==> src/hdl/tkst_pkg.sv <==
// ----------------------------------------------------------------------------
// tkst_pkg: shared types and constants of the top-k score tracker.
// Holds the store geometry, the controller/datapath link and the pair order.
// ----------------------------------------------------------------------------
package tkst_pkg;

  localparam int unsigned CAPACITY = 8;
  localparam int unsigned CNT_W    = $clog2(CAPACITY + 1);
  localparam int unsigned IDX_W    = (CAPACITY > 1) ? $clog2(CAPACITY) : 1;
  localparam int unsigned KEEP_W   = 4;
  localparam int unsigned SCORE_W  = 32;
  localparam int unsigned INDEX_W  = 32;

  localparam logic [KEEP_W-1:0] KEEP_RESET = KEEP_W'(5);

  localparam logic FUNC_OFFER = 1'b0;
  localparam logic FUNC_DRAIN = 1'b1;

  typedef struct packed {
    logic latch;
    logic append;
    logic scan_start;
    logic drain_start;
    logic min_step;
    logic max_step;
    logic replace;
    logic emit;
  } ctrl_cmd_t;

  typedef struct packed {
    logic in_func;
    logic cnt_zero;
    logic room;
    logic scan_end;
    logic emit_last;
    logic out_free;
  } dp_status_t;

  // True when pair a orders strictly below pair b: signed score first, then index.
  function automatic logic pair_less(input logic [SCORE_W-1:0] sa,
                                     input logic [INDEX_W-1:0] ia,
                                     input logic [SCORE_W-1:0] sb,
                                     input logic [INDEX_W-1:0] ib);
    logic res;
    if (sa != sb) begin
      res = $signed(sa) < $signed(sb);
    end else begin
      res = ia < ib;
    end
    return res;
  endfunction

endpackage

==> src/hdl/tkst_ctrl.sv <==
// ----------------------------------------------------------------------------
// tkst_ctrl: sequencer of the top-k score tracker.
// Steps the datapath through appends, minimum scans, replacements and drains.
// ----------------------------------------------------------------------------
module tkst_ctrl (
  input  logic                   clk_i,
  input  logic                   rst_ni,
  input  logic                   s_valid_i,
  output logic                   s_ready_o,
  input  tkst_pkg::dp_status_t   status_i,
  output tkst_pkg::ctrl_cmd_t    cmd_o
);
  import tkst_pkg::*;

  localparam logic [2:0] S_IDLE = 3'd0;
  localparam logic [2:0] S_MIN  = 3'd1;
  localparam logic [2:0] S_REPL = 3'd2;
  localparam logic [2:0] S_MAX  = 3'd3;
  localparam logic [2:0] S_EMIT = 3'd4;

  logic [2:0] state_q, state_d;
  ctrl_cmd_t  cmd;

  always_comb begin
    state_d   = state_q;
    cmd       = '0;
    s_ready_o = 1'b0;
    unique case (state_q)
      S_IDLE: begin
        s_ready_o = 1'b1;
        if (s_valid_i) begin
          cmd.latch = 1'b1;
          if (status_i.in_func == FUNC_OFFER) begin
            if (status_i.room) begin
              cmd.append = 1'b1;
            end else if (!status_i.cnt_zero) begin
              cmd.scan_start = 1'b1;
              state_d        = S_MIN;
            end
          end else if (!status_i.cnt_zero) begin
            cmd.scan_start  = 1'b1;
            cmd.drain_start = 1'b1;
            state_d         = S_MAX;
          end
        end
      end
      S_MIN: begin
        cmd.min_step = 1'b1;
        if (status_i.scan_end) begin
          state_d = S_REPL;
        end
      end
      S_REPL: begin
        cmd.replace = 1'b1;
        state_d     = S_IDLE;
      end
      S_MAX: begin
        cmd.max_step = 1'b1;
        if (status_i.scan_end) begin
          state_d = S_EMIT;
        end
      end
      S_EMIT: begin
        if (status_i.out_free) begin
          cmd.emit = 1'b1;
          if (status_i.emit_last) begin
            state_d = S_IDLE;
          end else begin
            cmd.scan_start = 1'b1;
            state_d        = S_MAX;
          end
        end
      end
      default: begin
        state_d = S_IDLE;
      end
    endcase
  end

  assign cmd_o = cmd;

  always_ff @(posedge clk_i or negedge rst_ni) begin
    if (!rst_ni) begin
      state_q <= S_IDLE;
    end else begin
      state_q <= state_d;
    end
  end

endmodule

==> src/hdl/tkst_datapath.sv <==
// ----------------------------------------------------------------------------
// tkst_datapath: pair store, scan unit and output register of the tracker.
// One stored pair is compared per cycle against the running best candidate.
// ----------------------------------------------------------------------------
module tkst_datapath (
  input  logic                          clk_i,
  input  logic                          rst_ni,
  input  logic                          cfg_we_i,
  input  logic [tkst_pkg::KEEP_W-1:0]   cfg_wdata_i,
  input  logic                          in_func_i,
  input  logic [tkst_pkg::SCORE_W-1:0]  in_score_i,
  input  logic [tkst_pkg::INDEX_W-1:0]  in_index_i,
  input  tkst_pkg::ctrl_cmd_t           cmd_i,
  output tkst_pkg::dp_status_t          status_o,
  output logic                          out_valid_o,
  input  logic                          out_ready_i,
  output logic [tkst_pkg::SCORE_W-1:0]  out_score_o,
  output logic [tkst_pkg::INDEX_W-1:0]  out_index_o,
  output logic                          out_last_o
);
  import tkst_pkg::*;

  logic [SCORE_W-1:0]  score_q [CAPACITY];
  logic [INDEX_W-1:0]  index_q [CAPACITY];
  logic [CNT_W-1:0]    count_q;
  logic [KEEP_W-1:0]   keep_q;
  logic [IDX_W-1:0]    ptr_q;
  logic [CAPACITY-1:0] done_q;
  logic [CNT_W-1:0]    emit_cnt_q;
  logic                have_best_q;
  logic [IDX_W-1:0]    best_slot_q;
  logic [SCORE_W-1:0]  best_score_q;
  logic [INDEX_W-1:0]  best_index_q;
  logic [SCORE_W-1:0]  hold_score_q;
  logic [INDEX_W-1:0]  hold_index_q;
  logic                out_valid_q;
  logic [SCORE_W-1:0]  out_score_q;
  logic [INDEX_W-1:0]  out_index_q;
  logic                out_last_q;

  logic [CNT_W-1:0]    limit;
  logic [CNT_W-1:0]    count_m1;
  logic [SCORE_W-1:0]  rd_score;
  logic [INDEX_W-1:0]  rd_index;
  logic                take_min;
  logic                take_max;
  logic                out_free;
  logic                emit_last;

  always_comb begin
    if ({{(32-KEEP_W){1'b0}}, keep_q} > 32'(CAPACITY)) begin
      limit = CNT_W'(CAPACITY);
    end else begin
      limit = CNT_W'(keep_q);
    end
  end

  assign count_m1  = count_q - CNT_W'(1);
  assign rd_score  = score_q[ptr_q];
  assign rd_index  = index_q[ptr_q];
  assign take_min  = !have_best_q
                     || pair_less(rd_score, rd_index, best_score_q, best_index_q);
  assign take_max  = !done_q[ptr_q] && (!have_best_q
                     || pair_less(best_score_q, best_index_q, rd_score, rd_index));
  assign out_free  = !out_valid_q || out_ready_i;
  assign emit_last = (emit_cnt_q == count_m1);

  assign status_o.in_func   = in_func_i;
  assign status_o.cnt_zero  = (count_q == '0);
  assign status_o.room      = (count_q < limit);
  assign status_o.scan_end  = ({{(CNT_W-IDX_W){1'b0}}, ptr_q} == count_m1);
  assign status_o.emit_last = emit_last;
  assign status_o.out_free  = out_free;

  always_ff @(posedge clk_i) begin
    if (cmd_i.latch) begin
      hold_score_q <= in_score_i;
      hold_index_q <= in_index_i;
    end
    if (cmd_i.append) begin
      score_q[count_q[IDX_W-1:0]] <= in_score_i;
      index_q[count_q[IDX_W-1:0]] <= in_index_i;
    end
    if (cmd_i.replace && ($signed(hold_score_q) > $signed(best_score_q))) begin
      score_q[best_slot_q] <= hold_score_q;
      index_q[best_slot_q] <= hold_index_q;
    end
    if ((cmd_i.min_step && take_min) || (cmd_i.max_step && take_max)) begin
      best_slot_q  <= ptr_q;
      best_score_q <= rd_score;
      best_index_q <= rd_index;
    end
    if (cmd_i.emit) begin
      out_score_q <= best_score_q;
      out_index_q <= best_index_q;
      out_last_q  <= emit_last;
    end
  end

  always_ff @(posedge clk_i or negedge rst_ni) begin
    if (!rst_ni) begin
      count_q     <= '0;
      keep_q      <= KEEP_RESET;
      ptr_q       <= '0;
      done_q      <= '0;
      emit_cnt_q  <= '0;
      have_best_q <= 1'b0;
      out_valid_q <= 1'b0;
    end else begin
      if (cfg_we_i) begin
        keep_q <= cfg_wdata_i;
      end
      if (cmd_i.append) begin
        count_q <= count_q + CNT_W'(1);
      end
      if (cmd_i.scan_start) begin
        ptr_q       <= '0;
        have_best_q <= 1'b0;
      end else if (cmd_i.min_step || cmd_i.max_step) begin
        ptr_q <= ptr_q + IDX_W'(1);
        if ((cmd_i.min_step && take_min) || (cmd_i.max_step && take_max)) begin
          have_best_q <= 1'b1;
        end
      end
      if (cmd_i.drain_start) begin
        done_q     <= '0;
        emit_cnt_q <= '0;
      end else if (cmd_i.emit) begin
        done_q[best_slot_q] <= 1'b1;
        emit_cnt_q          <= emit_cnt_q + CNT_W'(1);
        if (emit_last) begin
          count_q <= '0;
        end
      end
      if (cmd_i.emit) begin
        out_valid_q <= 1'b1;
      end else if (out_ready_i) begin
        out_valid_q <= 1'b0;
      end
    end
  end

  assign out_valid_o = out_valid_q;
  assign out_score_o = out_score_q;
  assign out_index_o = out_index_q;
  assign out_last_o  = out_last_q;

  a_count_in_range: assert property (@(posedge clk_i) disable iff (!rst_ni)
    {{(32-CNT_W){1'b0}}, count_q} <= 32'(CAPACITY))
    else $error("kept count above capacity");

  a_emit_when_free: assert property (@(posedge clk_i) disable iff (!rst_ni)
    cmd_i.emit |-> out_free)
    else $error("output register overwritten while held");

  a_last_empties: assert property (@(posedge clk_i) disable iff (!rst_ni)
    (cmd_i.emit && emit_last) |=> (count_q == '0))
    else $error("store not emptied after final pair");

  a_append_has_room: assert property (@(posedge clk_i) disable iff (!rst_ni)
    cmd_i.append |-> (count_q < limit))
    else $error("append beyond limit");

endmodule

==> src/hdl/top_k_score_tracker_top.sv <==
// ----------------------------------------------------------------------------
// top_k_score_tracker_top: keeps the best pairs of a scored stream.
// Offers insert or replace the minimum; a drain emits pairs best first.
// ----------------------------------------------------------------------------
// Channel   Direction  Contents
// s_axis    in         request: tuser = func, tdata = score, item_index
// m_axis    out        result: tdata = out_score, out_index, tlast = last
// cfg       in         keep_count write, no read-back
//
// An offer that fits the store is appended at once; a full store first scans for the minimum, then replaces it.
// A drain of n pairs scans the stored pairs once for each pair it emits, one stored pair read per cycle.
// Reset clears the kept count, scan and output state and restores the keep limit; the store needs no clearing pass.
// The output register lets a new request enter while a result is held.
// A held result stalls only the next drain emit, not offers.
// ----------------------------------------------------------------------------
module top_k_score_tracker_top (
  input  logic                          clk_i,
  input  logic                          rst_ni,
  input  logic                          cfg_we_i,
  input  logic [tkst_pkg::KEEP_W-1:0]   cfg_wdata_i,
  input  logic                          s_axis_tvalid_i,
  output logic                          s_axis_tready_o,
  // score [31:0], item_index [63:32]
  input  logic [63:0]                   s_axis_tdata_i,
  // func [0]
  input  logic [0:0]                    s_axis_tuser_i,
  output logic                          m_axis_tvalid_o,
  input  logic                          m_axis_tready_i,
  // out_score [31:0], out_index [63:32]
  output logic [63:0]                   m_axis_tdata_o,
  output logic                          m_axis_tlast_o
);
  import tkst_pkg::*;

  ctrl_cmd_t          cmd;
  dp_status_t         status;
  logic [SCORE_W-1:0] out_score;
  logic [INDEX_W-1:0] out_index;

  tkst_ctrl u_ctrl (
    .clk_i     (clk_i),
    .rst_ni    (rst_ni),
    .s_valid_i (s_axis_tvalid_i),
    .s_ready_o (s_axis_tready_o),
    .status_i  (status),
    .cmd_o     (cmd)
  );

  tkst_datapath u_datapath (
    .clk_i       (clk_i),
    .rst_ni      (rst_ni),
    .cfg_we_i    (cfg_we_i),
    .cfg_wdata_i (cfg_wdata_i),
    .in_func_i   (s_axis_tuser_i[0]),
    .in_score_i  (s_axis_tdata_i[31:0]),
    .in_index_i  (s_axis_tdata_i[63:32]),
    .cmd_i       (cmd),
    .status_o    (status),
    .out_valid_o (m_axis_tvalid_o),
    .out_ready_i (m_axis_tready_i),
    .out_score_o (out_score),
    .out_index_o (out_index),
    .out_last_o  (m_axis_tlast_o)
  );

  assign m_axis_tdata_o = {out_index, out_score};

endmodule

==> config.mk <==
export PLATFORM = sky130hd
export DESIGN_NAME = top_k_score_tracker_top
export DESIGN_NICKNAME = d
export VERILOG_FILES = /design/src/hdl/tkst_pkg.sv /design/src/hdl/tkst_ctrl.sv /design/src/hdl/tkst_datapath.sv /design/src/hdl/top_k_score_tracker_top.sv
export SDC_FILE = /design/constraint.sdc
export NUM_CORES = 1
export LEC_CHECK = 0
export BUFFER_PORTS_ARGS = -buffer_cell sky130_fd_sc_hd__buf_2
export CAP_MARGIN = 0
export CORE_UTILIZATION = 61
export CTS_CLUSTER_SIZE = 28
export DETAILED_ROUTE_END_ITERATION = 7
export PLACE_DENSITY = 0.89
export REMOVE_ABC_BUFFERS = 1
export SYNTH_ARGS = -nofsm -noshare
export SYNTH_HDL_FRONTEND = slang
export SYNTH_SLANG_ARGS = --single-unit
==> constraint.sdc <==
create_clock -name clk_i -period 10.71 [get_ports clk_i]
set_input_delay 0.5355 -clock clk_i [delete_from_list [all_inputs] [get_ports clk_i]]
set_output_delay 0.5355 -clock clk_i [all_outputs]
set_load 0.02 [all_outputs]
==> results.sh <==
export IMPL_place_congestion=0.891
export IMPL_fin_area_um2=33800
export IMPL_max_vdd_ir_drop_mv=0.209
export IMPL_reg2reg_depth=12
export IMPL_grt_pass1_wl_um=99200
export IMPL_setup_viol=0
export IMPL_final_util=0.703
export IMPL_synth_compound_area_frac=0.0251
export IMPL_synthesis_area_um2=30000
export IMPL_cp_max_fo=47
export IMPL_portBuffers=140
export IMPL_synth_ff_type="edfxtp_1"
export IMPL_cts_root_buffer="clkbuf_16"
export IMPL_gr_usage_all_layers=0.272
export IMPL_core_area_um2=48000
export IMPL_drive_gt1_frac=0.310
export IMPL_ys_ff_latch=736
export IMPL_power_combinational_fraction=0.311
export IMPL_place_area_um2=31500
export IMPL_cts_tree="yes"
export IMPL_wire_per_inst_um=28.0
export IMPL_vias=15500
export IMPL_ys_seq_area_frac=0.733
export IMPL_crit_required_ps=10930
export IMPL_synthSimpleGateAreaFrac=0.0257
export IMPL_switchingPower_uw=3190
export IMPL_fmax_mhz=139
export IMPL_critPathCaptureType="flip-flop"
export IMPL_r2r_slack_ps=3500
export IMPL_hold_viol=0
export IMPL_crit_top_cell="buf_4"
export IMPL_min_path_type="in2reg"
export IMPL_max_cap_violations=0
export IMPL_skew_ps=30.0
export IMPL_slowest_delay_ps=920
export IMPL_synthMuxAreaShare=0.148
export IMPL_fin_crit_ps=7210
export IMPL_p_clk_frac=0.251
export IMPL_vias_per_cell=6.57
export IMPL_cts_made_buffers=72
export IMPL_critPathArrivalTime_ps=7430
export IMPL_drt_pre_antenna_iters=5
export IMPL_rsz0062_at_grt="false"
export IMPL_intPower_uw=6640
export IMPL_fp_row_count=80
export IMPL_ys_types=57
export IMPL_p_sw_frac=0.325
export IMPL_critical_path_class="reg2reg"
export IMPL_crit_slowest_cell="o21bai_4"
export IMPL_antenna_found_initial=0
export IMPL_grt_max_degree=67
export IMPL_status="completed"
export IMPL_io_pins=141
export IMPL_r2r_end="u_datapath.best_score_q[8]"
export IMPL_area_growth_syn_to_layout_pct=12.7
export IMPL_finalNetCount=1876
export IMPL_crit_chain="buf_4 > buf_4 > mux4_2 > mux2_2 > ha_1 > nand4_1 > nor4_1 > nand3_1 > nor3_1 > nor3_1 > o21bai_4 > buf_4"
export IMPL_whs_path_depth=1
export IMPL_synth_top_family_by_area="multiplexers"
export IMPL_die_w_um=224
export IMPL_grt_pass1_vias=16400
export IMPL_maxSlewHeadroom=0.171
export IMPL_htree_levels=3
export IMPL_clk_pin_slew_ps=60
export IMPL_ys_warn_count=0
export IMPL_cts_sinks=736
export IMPL_min_delay_start="s_axis_tdata_i[47]"
export IMPL_grt_overflow_total=0
export IMPL_dieHeight_um=224
export IMPL_postSynth_asyncResetShare=0.0380
export IMPL_worst_pin_slew_ps=1240
export IMPL_r2r_start="u_datapath.ptr_q[1]"
export IMPL_cp_start_kind="flip-flop"
export IMPL_syn_avg_cell_area_um2=19.9
export IMPL_p_per_area_nw_per_um2=291
export IMPL_leakage_uw=0.0117
export IMPL_layout_worst_path_cycle_share=0.673
export IMPL_route_detailed_drc=0
export IMPL_initial_core_util=0.623
export IMPL_clk_insertion_delay_late_ps=610
export IMPL_hpwl_um=36500
export IMPL_synth_edf_count=708
export IMPL_cts_buffer_depth=3
export IMPL_synth_cells=1505
export IMPL_drt_iter0_drc=1742
export IMPL_drtAntennaViolNets=0
export IMPL_fp_dieArea_um2=50000
export IMPL_wl_um=66100
export IMPL_hold_path_end="u_datapath.hold_index_q[15]"
export IMPL_maxSlewViolCount=0
export IMPL_synth_fa_ha_area_frac=0.0455
export IMPL_share_seq_of_total_power=0.437
export IMPL_nFillCells=2721
export IMPL_yosys_area_share_xor_xnor=0.00468
export IMPL_cts_setup_buffers=0
==> what timing repair did <==
| item | 4_1_cts | 5_1_grt |
|---|---|---|
| hold endpoints to repair | 26 | 0 |
| gates resized for setup | 0 | 0 |
| hold buffers | 1 | 0 |
==> cell families (layout without fill, tap and decap cells) <==
logic type,count (synthesis),after routing
AND/OR/NAND/NOR,145,145
adder cells (fa/ha/maj),109,109
XOR/XNOR,16,16
buffers and inverters,123,366
multiplexers,264,264
AO/OA/AOI/OAI,112,112
other,0,1
flip-flops,736,736
==> flip-flops by register name, indices dropped and copies added (netlist names) <==
| register | count |
|---|---|
| u_datapath.done_q | 8 |
| u_datapath.keep_q | 4 |
| u_datapath.count_q | 4 |
| u_datapath.out_last_o | 1 |
| u_datapath.out_valid_o | 1 |
| u_datapath.out_index_o | 32 |
| u_datapath.emit_cnt_q | 4 |
| u_datapath.best_index_q | 32 |
| u_datapath.have_best_q | 1 |
| u_datapath.ptr_q | 3 |
| u_ctrl.state_q | 3 |
| u_datapath.out_score_o | 32 |
| u_datapath.hold_score_q | 32 |
| u_datapath.index_q | 256 |
| u_datapath.best_slot_q | 3 |
| u_datapath.hold_index_q | 32 |
| u_datapath.score_q | 256 |
| u_datapath.best_score_q | 32 |
==> critical path, delay by kind of cell, from the launching register on <==
family | cells | cell delay [ps]
AOI/OAI and AO/OA | 1 | 920
adders and majority gates | 1 | 290
DFF | 1 | 890
and+or+nand+nor | 5 | 1900
buffers and inverters | 3 | 2000
muxes | 2 | 730
==> synth_stat cells, drive strengths merged (4+ instances only) <==
master  instances  area share
nor2b          11      0.0024
a21o           15      0.0038
xor2            7      0.0020
a21oi          35      0.0062
mux2i           5      0.0017
o21ai          22      0.0037
mux4          130       0.098
a211oi          6      0.0015
a211o           4      0.0012
nand3          16      0.0027
edfxtp        708        0.71
o22ai           5      0.0010
nor2           18      0.0023
ha            109       0.046
or3             4     0.00088
inv            74      0.0093
and2            5      0.0010
buf            24      0.0055
mux2          129       0.048
xnor2           9      0.0026
nand2          35      0.0044
nand4          26      0.0054
nand2b          6      0.0015
dfrtp          26       0.022
nor3           10      0.0017
clkbuf         25      0.0031
o211ai          4      0.0010
==> layout make-up <==
cell class	count	area, um2	area share
clock buffers	92	1940	0.0575
inverters	74	279	0.00826
flip-flops and latches	736	22000	0.651
diodes	1	2.50	0.0000741
clock inverters	37	337	0.00997
repair buffers	163	876	0.0259
multi-input cells	646	7590	0.225
well taps	615	769	0.0228
==> layer usage <==
layer / routed length, um / GRT usage
met2: 32400 / 0.443
met3: 5960 / 0.0481
met4: 2630 / 0.122
met5: 0 / 0
met1: 25100 / 0.365
==> metrics by stage <==
stage                     setup slack, ps  hold WS [ps]  TNS, ps  power [uW]  cells
final                                3500           125        0        9840   2364
after global routing                 3260           123        0       10200   2363
after CTS                            3440           110        0        9840   2363
after detailed placement             3680           445        0        7260   2233
after global placement               4020           436        0        7070   2233
after floorplan                      -715           240   -47880        6450   1456
==> power groups by stage <==
stage | Combinational (uW) | Clock (uW) | Sequential, uW
finish | 3060 | 2470 | 4300
detailed placement | 2930 | 0 | 4330
global route | 3280 | 2590 | 4340
global placement | 2760 | 0 | 4310
floorplan | 2050 | 0 | 4400
CTS | 3050 | 2490 | 4300
==> layout by cell type (no fill, tap or decap), types with 7 or more instances in the layout <==
cell type	instances
ha_1	109
nand3_1	16
nand4_1	26
dfrtp_1	23
nand2_1	35
xor2_1	7
a21oi_1	34
buf_4	22
nor2_1	18
clkinv_1	11
nor3_1	10
mux2_2	125
clkbuf_16	75
clkbuf_1	17
inv_1	73
edfxtp_1	708
buf_2	140
a21o_1	15
o21ai_0	21
nor2b_1	10
clkinv_2	17
xnor2_1	9
mux4_2	130
==> worst max path at each step <==
stage | cells after the start | startpoint | end | slack, ps
5_1_grt | 12 | u_datapath.ptr_q[1] | u_datapath.best_score_q[29] | 3260
3_3_place_gp | 12 | u_datapath.ptr_q[1] | u_datapath.best_score_q[16] | 4020
6_report | 12 | u_datapath.ptr_q[1] | u_datapath.best_score_q[8] | 3500
4_1_cts | 12 | u_datapath.ptr_q[1] | u_datapath.best_score_q[8] | 3440
3_5_place_dp | 12 | u_datapath.ptr_q[1] | u_datapath.best_score_q[24] | 3680
2_1_floorplan | 10 | u_datapath.ptr_q[0] | u_datapath.best_index_q[0] | -710
Power figures use the tool's default switching activity.
